`config.mk`:
```
export PLATFORM = sky130hd
export DESIGN_NAME = matrix_4x4_multiply_top
export DESIGN_NICKNAME = d
export VERILOG_FILES = /design/src/hw/rtl/mm4_pkg.sv /design/src/hw/rtl/matrix_4x4_multiply_top.sv /design/src/hw/rtl/mm4_ctrl.sv /design/src/hw/rtl/mm4_datapath.sv
export VERILOG_INCLUDE_DIRS = /design/src /design/src/hw/rtl
export SDC_FILE = /design/constraint.sdc
export NUM_CORES = 2
export LEC_CHECK = 0
export BUFFER_PORTS_ARGS = -buffer_cell sky130_fd_sc_hd__buf_2
export CAP_MARGIN = 40
export CELL_PAD_IN_SITES_DETAIL_PLACEMENT = 0
export CELL_PAD_IN_SITES_GLOBAL_PLACEMENT = 1
export CORE_ASPECT_RATIO = 0.8
export CORE_MARGIN = 8
export CORE_UTILIZATION = 50
export CTS_CLUSTER_DIAMETER = 50
export CTS_CLUSTER_SIZE = 20
export DETAILED_ROUTE_END_ITERATION = 12
export HOLD_SLACK_MARGIN = 0.03
export PLACE_DENSITY = 0.78
export SETUP_SLACK_MARGIN = 0.3
export SYNTH_ARGS = -nofsm -noshare
export SYNTH_HDL_FRONTEND = slang
export SYNTH_HIERARCHICAL = 1
export SYNTH_SLANG_ARGS = --single-unit
```
`constraint.sdc`:
```
create_clock -name clk -period 17.3 [get_ports clk]
set_input_delay 5.19 -clock clk [delete_from_list [all_inputs] [get_ports clk]]
set_output_delay 5.19 -clock clk [all_outputs]
set_load 0.01 [all_outputs]
```
`src/hw/rtl/matrix_4x4_multiply_top_macros.svh`:
```
// Assertion macros for the 4x4 matrix multiplier.
// Used by matrix_4x4_multiply_top; expects clk and rst_n in scope.
`ifndef MATRIX_4X4_MULTIPLY_TOP_MACROS_SVH
`define MATRIX_4X4_MULTIPLY_TOP_MACROS_SVH

// same-cycle implication
`define MM4_ASSERT_NOW(label, ante, cons, msg) \
  label: assert property (@(posedge clk) disable iff (!rst_n) (ante) |-> (cons)) \
    else $error(msg);

// next-cycle implication
`define MM4_ASSERT_NEXT(label, ante, cons, msg) \
  label: assert property (@(posedge clk) disable iff (!rst_n) (ante) |=> (cons)) \
    else $error(msg);

`endif

```
`src/hw/rtl/mm4_pkg.sv`:
```
// Shared types and constants for the 4x4 matrix multiplier.
// No dependencies; used by mm4_ctrl, mm4_datapath and the top level.
package mm4_pkg;

  localparam int DIM      = 4;
  localparam int IDX_W    = $clog2(DIM);
  localparam int CELL_W   = 2 * IDX_W;
  localparam int CELLS    = DIM * DIM;
  localparam int DATA_W   = 32;
  localparam int FRAC     = 16;
  localparam int PROD_W   = 2 * DATA_W;
  localparam int TERM_W   = PROD_W - FRAC;
  localparam int ACC_W    = TERM_W + $clog2(DIM);
  localparam int TDATA_W  = 40;
  localparam int REQ_W    = 2;

  typedef enum logic [REQ_W-1:0] {
    REQ_LOAD_LEFT  = 2'd0,
    REQ_LOAD_RIGHT = 2'd1,
    REQ_COMPUTE    = 2'd2,
    REQ_NONE       = 2'd3
  } req_t;

  // controller -> datapath
  typedef struct packed {
    logic             wr_left;
    logic             wr_right;
    logic             mul_en;
    logic             acc_en;
    logic             acc_first;
    logic             out_load;
    logic             last;
    logic [IDX_W-1:0] row;
    logic [IDX_W-1:0] col;
    logic [IDX_W-1:0] k;
  } cmd_t;

  // datapath -> controller
  typedef struct packed {
    logic out_free;
  } sts_t;

  // identity matrix element, 1.0 on the diagonal
  function automatic logic signed [DATA_W-1:0] identity_elem(input logic [CELL_W-1:0] idx);
    logic signed [DATA_W-1:0] one;
    one = DATA_W'(1) << FRAC;
    return (idx[CELL_W-1:IDX_W] == idx[IDX_W-1:0]) ? one : '0;
  endfunction

endpackage

```
`src/hw/rtl/matrix_4x4_multiply_top.sv`:
```
// 4x4 signed Q16.16 matrix multiplier with chained product (top level).
// Holds a left and a right matrix, both identity after reset. A request with
// tuser = load-left or load-right writes one element into its store. A compute
// request forms left x right: each element is built by one shared 32x32
// multiplier and a 50-bit accumulator over four terms (product shifted right
// by 16, floor), saturated to 32 bits, then sent in row-major order with
// tlast on the sixteenth. Each element passes the multiply-add sequencer's
// multiply, final-add and output states, and waits there on any output stall;
// the input is not ready meanwhile. After the last element the product has
// replaced the left store, so a following compute chains the transform.
// Depends on mm4_pkg, mm4_ctrl, mm4_datapath and the macro header.
`include "matrix_4x4_multiply_top_macros.svh"

module matrix_4x4_multiply_top (
  input  logic                          clk,
  input  logic                          rst_n,
  // request channel
  input  logic                          in_tvalid,
  output logic                          in_tready,
  input  logic [mm4_pkg::TDATA_W-1:0]   in_tdata,   // row[1:0], col[3:2], value[35:4], zero pad
  input  logic [mm4_pkg::REQ_W-1:0]     in_tuser,   // req_type[1:0]
  // result channel
  output logic                          out_tvalid,
  input  logic                          out_tready,
  output logic [mm4_pkg::TDATA_W-1:0]   out_tdata,  // row_res[1:0], col_res[3:2],
                                                    // value_res[35:4], zero pad
  output logic                          out_tlast   // last
);

  mm4_pkg::cmd_t cmd;
  mm4_pkg::sts_t sts;

  // sequencer: decodes requests, walks row, column and term index
  mm4_ctrl u_ctrl (
    .clk       (clk),
    .rst_n     (rst_n),
    .in_tvalid (in_tvalid),
    .in_tready (in_tready),
    .in_tuser  (in_tuser),
    .sts       (sts),
    .cmd       (cmd)
  );

  // stores, multiply-accumulate, saturation and output register
  mm4_datapath u_dp (
    .clk        (clk),
    .rst_n      (rst_n),
    .in_tdata   (in_tdata),
    .cmd        (cmd),
    .sts        (sts),
    .out_tvalid (out_tvalid),
    .out_tready (out_tready),
    .out_tdata  (out_tdata),
    .out_tlast  (out_tlast)
  );

  // a compute request closes the input until the product is out
  `MM4_ASSERT_NEXT(a_compute_blocks, in_tvalid && in_tready && (in_tuser == mm4_pkg::REQ_COMPUTE), !in_tready, "input still ready after compute request")
  // a pending result is never overwritten
  `MM4_ASSERT_NOW(a_no_overwrite, cmd.out_load, sts.out_free, "result loaded over a pending one")
  // no store write while the multiplier is busy
  `MM4_ASSERT_NOW(a_no_load_in_compute, cmd.mul_en, !in_tready && !cmd.wr_left && !cmd.wr_right, "store written during compute")

endmodule

```
`src/hw/rtl/mm4_ctrl.sv`:
```
// Sequencer for the 4x4 matrix multiplier: request decode and r/c/k loop.
// Depends on mm4_pkg.
module mm4_ctrl (
  input  logic                          clk,
  input  logic                          rst_n,
  input  logic                          in_tvalid,
  output logic                          in_tready,
  input  logic [mm4_pkg::REQ_W-1:0]     in_tuser,
  input  mm4_pkg::sts_t                 sts,
  output mm4_pkg::cmd_t                 cmd
);

  typedef enum logic [3:0] {
    S_IDLE = 4'b0001,
    S_MUL  = 4'b0010,
    S_LAST = 4'b0100,
    S_OUT  = 4'b1000
  } state_t;

  state_t                     state_r, state_nxt;
  logic [mm4_pkg::IDX_W-1:0]  r_r, r_nxt;
  logic [mm4_pkg::IDX_W-1:0]  c_r, c_nxt;
  logic [mm4_pkg::IDX_W-1:0]  k_r, k_nxt;
  logic                       accept;
  logic                       last_elem;

  localparam logic [mm4_pkg::IDX_W-1:0] IDX_MAX = mm4_pkg::IDX_W'(mm4_pkg::DIM - 1);

  assign in_tready = (state_r == S_IDLE);
  assign accept    = in_tvalid && in_tready;
  assign last_elem = (r_r == IDX_MAX) && (c_r == IDX_MAX);

  always_comb begin
    state_nxt     = state_r;
    r_nxt         = r_r;
    c_nxt         = c_r;
    k_nxt         = k_r;
    cmd           = '0;
    cmd.row       = r_r;
    cmd.col       = c_r;
    cmd.k         = k_r;
    cmd.last      = last_elem;
    unique case (state_r)
      S_IDLE: begin
        if (accept) begin
          unique case (mm4_pkg::req_t'(in_tuser))
            mm4_pkg::REQ_LOAD_LEFT:  cmd.wr_left  = 1'b1;
            mm4_pkg::REQ_LOAD_RIGHT: cmd.wr_right = 1'b1;
            mm4_pkg::REQ_COMPUTE: begin
              state_nxt = S_MUL;
              r_nxt     = '0;
              c_nxt     = '0;
              k_nxt     = '0;
            end
            default: ;
          endcase
        end
      end
      S_MUL: begin
        cmd.mul_en    = 1'b1;
        cmd.acc_en    = (k_r != '0);
        cmd.acc_first = (k_r == mm4_pkg::IDX_W'(1));
        k_nxt         = k_r + 1'b1;
        if (k_r == IDX_MAX) begin
          state_nxt = S_LAST;
        end
      end
      S_LAST: begin
        cmd.acc_en = 1'b1;
        state_nxt  = S_OUT;
      end
      S_OUT: begin
        if (sts.out_free) begin
          cmd.out_load = 1'b1;
          c_nxt        = c_r + 1'b1;
          if (c_r == IDX_MAX) begin
            r_nxt = r_r + 1'b1;
          end
          state_nxt = last_elem ? S_IDLE : S_MUL;
        end
      end
      default: state_nxt = S_IDLE;
    endcase
  end

  always_ff @(posedge clk) begin
    if (!rst_n) begin
      state_r <= S_IDLE;
      r_r     <= '0;
      c_r     <= '0;
      k_r     <= '0;
    end else begin
      state_r <= state_nxt;
      r_r     <= r_nxt;
      c_r     <= c_nxt;
      k_r     <= k_nxt;
    end
  end

endmodule

```
`src/hw/rtl/mm4_datapath.sv`:
```
// Datapath for the 4x4 matrix multiplier: stores, multiplier, accumulator,
// saturation, row buffer and output register. Depends on mm4_pkg.
module mm4_datapath (
  input  logic                            clk,
  input  logic                            rst_n,
  input  logic [mm4_pkg::TDATA_W-1:0]     in_tdata,
  input  mm4_pkg::cmd_t                   cmd,
  output mm4_pkg::sts_t                   sts,
  output logic                            out_tvalid,
  input  logic                            out_tready,
  output logic [mm4_pkg::TDATA_W-1:0]     out_tdata,
  output logic                            out_tlast
);

  localparam int IW = mm4_pkg::IDX_W;
  localparam int DW = mm4_pkg::DATA_W;

  logic signed [DW-1:0]               left_r  [mm4_pkg::CELLS];
  logic signed [DW-1:0]               right_r [mm4_pkg::CELLS];
  logic signed [DW-1:0]               rowbuf_r [mm4_pkg::DIM];
  logic signed [mm4_pkg::PROD_W-1:0]  prod_r;
  logic signed [mm4_pkg::ACC_W-1:0]   acc_r, acc_nxt;
  logic                               out_valid_r;
  logic [IW-1:0]                      out_row_r, out_col_r;
  logic signed [DW-1:0]               out_val_r;
  logic                               out_last_r;

  logic [IW-1:0]                      ld_row, ld_col;
  logic signed [DW-1:0]               ld_val;
  logic signed [DW-1:0]               mul_a, mul_b;
  logic signed [mm4_pkg::TERM_W-1:0]  term;
  logic signed [DW-1:0]               sat_val;
  logic                               no_ovf;

  assign ld_row = in_tdata[IW-1:0];
  assign ld_col = in_tdata[2*IW-1:IW];
  assign ld_val = in_tdata[2*IW+DW-1:2*IW];

  assign mul_a = left_r[{cmd.row, cmd.k}];
  assign mul_b = right_r[{cmd.k, cmd.col}];

  // arithmetic shift right of the product == floor
  assign term    = prod_r[mm4_pkg::PROD_W-1:mm4_pkg::FRAC];
  assign acc_nxt = (cmd.acc_first ? mm4_pkg::ACC_W'(0) : acc_r) + mm4_pkg::ACC_W'(term);

  // in range when every bit above bit 31 matches the sign
  assign no_ovf  = (acc_r[mm4_pkg::ACC_W-1:DW-1] == '0) || (acc_r[mm4_pkg::ACC_W-1:DW-1] == '1);
  assign sat_val = no_ovf ? acc_r[DW-1:0]
                 : (acc_r[mm4_pkg::ACC_W-1] ? {1'b1, {(DW-1){1'b0}}} : {1'b0, {(DW-1){1'b1}}});

  assign sts.out_free = !out_valid_r || out_tready;

  // stores; the finished product row goes back into the left store
  always_ff @(posedge clk) begin
    if (!rst_n) begin
      for (int i = 0; i < mm4_pkg::CELLS; i++) begin
        left_r[i]  <= mm4_pkg::identity_elem(mm4_pkg::CELL_W'(i));
        right_r[i] <= mm4_pkg::identity_elem(mm4_pkg::CELL_W'(i));
      end
    end else begin
      if (cmd.wr_left) begin
        left_r[{ld_row, ld_col}] <= ld_val;
      end
      if (cmd.wr_right) begin
        right_r[{ld_row, ld_col}] <= ld_val;
      end
      if (cmd.out_load && (cmd.col == IW'(mm4_pkg::DIM - 1))) begin
        for (int j = 0; j < mm4_pkg::DIM; j++) begin
          left_r[{cmd.row, IW'(j)}] <= (j == mm4_pkg::DIM - 1) ? sat_val : rowbuf_r[IW'(j)];
        end
      end
    end
  end

  always_ff @(posedge clk) begin
    if (cmd.mul_en) begin
      prod_r <= mul_a * mul_b;
    end
    if (cmd.acc_en) begin
      acc_r <= acc_nxt;
    end
    if (cmd.out_load) begin
      rowbuf_r[cmd.col] <= sat_val;
      out_row_r         <= cmd.row;
      out_col_r         <= cmd.col;
      out_val_r         <= sat_val;
      out_last_r        <= cmd.last;
    end
  end

  always_ff @(posedge clk) begin
    if (!rst_n) begin
      out_valid_r <= 1'b0;
    end else if (cmd.out_load) begin
      out_valid_r <= 1'b1;
    end else if (out_tready) begin
      out_valid_r <= 1'b0;
    end
  end

  assign out_tvalid = out_valid_r;
  assign out_tlast  = out_last_r;
  assign out_tdata  = {(mm4_pkg::TDATA_W - 2*IW - DW)'(0), out_val_r, out_col_r, out_row_r};

endmodule
```
==> impl_metrics.tcl <==
set metrics [dict create \
    cp_top_family "adder cells" \
    wl_per_cell_um 29.8 \
    via_count 64004 \
    cp_slowest_cell "fa_1" \
    slew_violations 0 \
    setup_viol 0 \
    setup_slack_ns 5.47 \
    crit_path_end_kind "register" \
    cp.arrival_ns 12.30 \
    cts_tree "yes" \
    place.gp.congestion 0.951 \
    clockRootBuffer "clkbuf_16" \
    vias_per_cell 6.19 \
    clock_path_buffers 3 \
    synth_area_mm2 0.0937 \
    cts.sinks 1266 \
    first_pass_iters 6 \
    synthArstFlopShare 0 \
    grt_use_total 0.304 \
    hold_class "reg -> reg" \
    synth-edff-count 1255 \
    hold_depth 0 \
    clk_pin_slew_ns 0.07 \
    grt-ovfl-total 0 \
    skew_ns 0.0920 \
    htreeDepth 3 \
    yosysWarnings 6 \
    ys_ff_latch 1266 \
    die_h_um 403 \
    finalCriticalPeriod_ns 11.83 \
    post_cts_buffers 0 \
    dpl_cell_area_mm2 0.0979 \
    place_ws_ns 5.54 \
    drc 0 \
    dp_hpwl_um 205000 \
    slew-limit-headroom 0.335 \
    core_mm2 0.187 \
    antenna_found_initial 31 \
    area_growth_pct 8.84 \
    period_share 0.684 \
    drt_first_iter_violations 8035 \
    final_cell_mix "edfxtp_1, fa_1, inv_1" \
    max_stage_delay_ns 1.05 \
    crit_required_ns 17.76 \
    holdBufCountCts 0 \
    max_freq_ghz 0.0845 \
    grt_max_degree 92 \
    syn_inst 7837 \
    reg2reg_depth 27 \
    postRouteAntennaNets 0 \
    critPathBufInv 8 \
    final_cells 10347 \
    rsz0062_at_grt "no" \
    die_w_um 500 \
    final_area_mm2 0.102 \
    path_common_cell "fa_1" \
    critPathMaxFanout 31 \
    crit_type "reg -> reg" \
    cts_resized 0 \
    synth_cell_types 90 \
    layout-drive-gt1-share 0.123 \
    status "complete, no violations" \
    start_util 0.502 \
    nFillCells 15558 \
    start_kind "register" \
    dp_cells 10113 \
    clock_latency_ns 0.80 \
    cp_num_cells 27 \
    grt_pass1_wl_um 450000 \
    final_nets 9070 \
    ys_seq_area_frac 0.404 \
    io_buffers 80 \
    drv_cap 0 \
    ioPinCount 89 \
    wirelength_um 308000 \
    die_area_mm2 0.202 \
    tightest_slew_ns 0.998 \
    setup_tns_ns 0 \
    synth.avg_cell_area_um2 12.0 \
    r2r_slack_ns 5.47 \
    synthFlopType "edfxtp_1" \
    grt_pass1_vias 65339 \
    num_rows 142 \
    final_common_cell "edfxtp_1" \
    finalHoldViolCount 0 \
    cts_buffers 112 \
]
==> cell usage after synthesis (6+ instances only) <==
master / count / area share
edfxtp_1: 1255 / 0.40
fa_1: 1082 / 0.23
inv_1: 1070 / 0.043
nand2_1: 772 / 0.031
nor2_1: 608 / 0.024
and2_1: 518 / 0.035
clkbuf_1: 474 / 0.019
a22o_1: 385 / 0.036
mux4_2: 274 / 0.066
ha_1: 234 / 0.031
o21ai_0: 214 / 0.011
a21oi_1: 133 / 0.0071
xnor2_1: 72 / 0.0067
buf_1: 64 / 0.0026
nor2b_1: 63 / 0.0042
a21o_1: 61 / 0.0049
nand2b_1: 49 / 0.0033
o21a_1: 49 / 0.0039
nand3_1: 43 / 0.0023
nor3_1: 43 / 0.0023
o21ai_1: 35 / 0.0019
mux2i_1: 31 / 0.0033
nand4_1: 31 / 0.0021
xor2_1: 30 / 0.0028
mux2_2: 25 / 0.0030
and3_1: 19 / 0.0013
buf_2: 16 / 0.00085
a31oi_1: 13 / 0.00087
o21bai_1: 13 / 0.0010
dfxtp_1: 11 / 0.0023
nor4_1: 10 / 0.00067
a21boi_0: 8 / 0.00064
buf_4: 7 / 0.00056
o31ai_1: 7 / 0.00056
or3_1: 6 / 0.00040
==> flip-flops by register name, indices dropped and copies added (netlist names) <==
name             cells
u_dp/prod_r         48
u_dp/out_val_r      32
u_dp/left_r        512
u_dp/out_col_r       2
u_ctrl/r_r           2
u_ctrl/k_r           2
u_ctrl/state_r       4
u_dp/rowbuf_r       96
u_dp/acc_r          50
u_dp/out_tlast       1
u_dp/out_row_r       2
u_ctrl/c_r           2
u_dp/right_r       512
u_dp/out_tvalid      1
==> through the flow <==
step	hold WS (ns)	util
6_report	0.628	0.546
5_1_grt	0.623	0.546
4_1_cts	0.622	0.546
3_5_place_dp	0.606	0.524
3_3_place_gp	0.606	0.522
2_1_floorplan	0.454	-
==> area by class of cell <==
| cell class | count | area (um^2) | area share |
|---|---|---|---|
| clock buffers | 119 | 2850 | 0.0279 |
| inverters | 1077 | 4040 | 0.0396 |
| multi-input cells | 4935 | 50400 | 0.494 |
| clock inverters | 93 | 1190 | 0.0116 |
| repair buffers | 316 | 2380 | 0.0234 |
| diodes | 21 | 52.6 | 0.000515 |
| well taps | 2520 | 3150 | 0.0309 |
| flip-flops and latches | 1266 | 37900 | 0.372 |
==> kinds of logic after synthesis <==
kind of cell | share of synthesized area
AO/OA/AOI/OAI | 0.0744
XOR/XNOR | 0.00953
adder cells (fa/ha/maj) | 0.262
buffers and inverters | 0.0662
flip-flops | 0.404
multiplexers | 0.0730
other | 0.0000400
AND/OR/NAND/NOR | 0.110
==> worst reg2reg max path: cells and delay by family, from the launching register on <==
| kind | cells | cell delay [ns] |
|---|---|---|
| AO/OA/AOI/OAI | 4 | 0.98 |
| adder cells (fa/ha/maj) | 9 | 5.54 |
| buffers and inverters | 8 | 2.47 |
| flip-flops | 1 | 0.49 |
| multiplexers | 2 | 1.16 |
| AND/OR/NAND/NOR | 4 | 0.91 |
==> per-layer routing <==
layer,GRT usage,vias to the layer above,routed length (um)
met1,0.416,32825,117000
met2,0.457,4344,135000
met3,0.0879,850,40700
met4,0.128,8,15700
li1,-,25977,-
met5,0,-,54
==> path summary, 6_finish.rpt <==
path / start / to
worst max-delay path: u_ctrl/c_r[0] / u_dp/prod_r[63]
worst min register to register: u_ctrl/c_r[0] / u_dp/out_col_r[0]
worst min-delay path: u_ctrl/c_r[0] / u_dp/out_col_r[0]
worst max register to register: u_ctrl/c_r[0] / u_dp/prod_r[63]
Power is not shown: default switching activity piles up to over one toggle a cycle in this logic, so the estimate is an artifact.
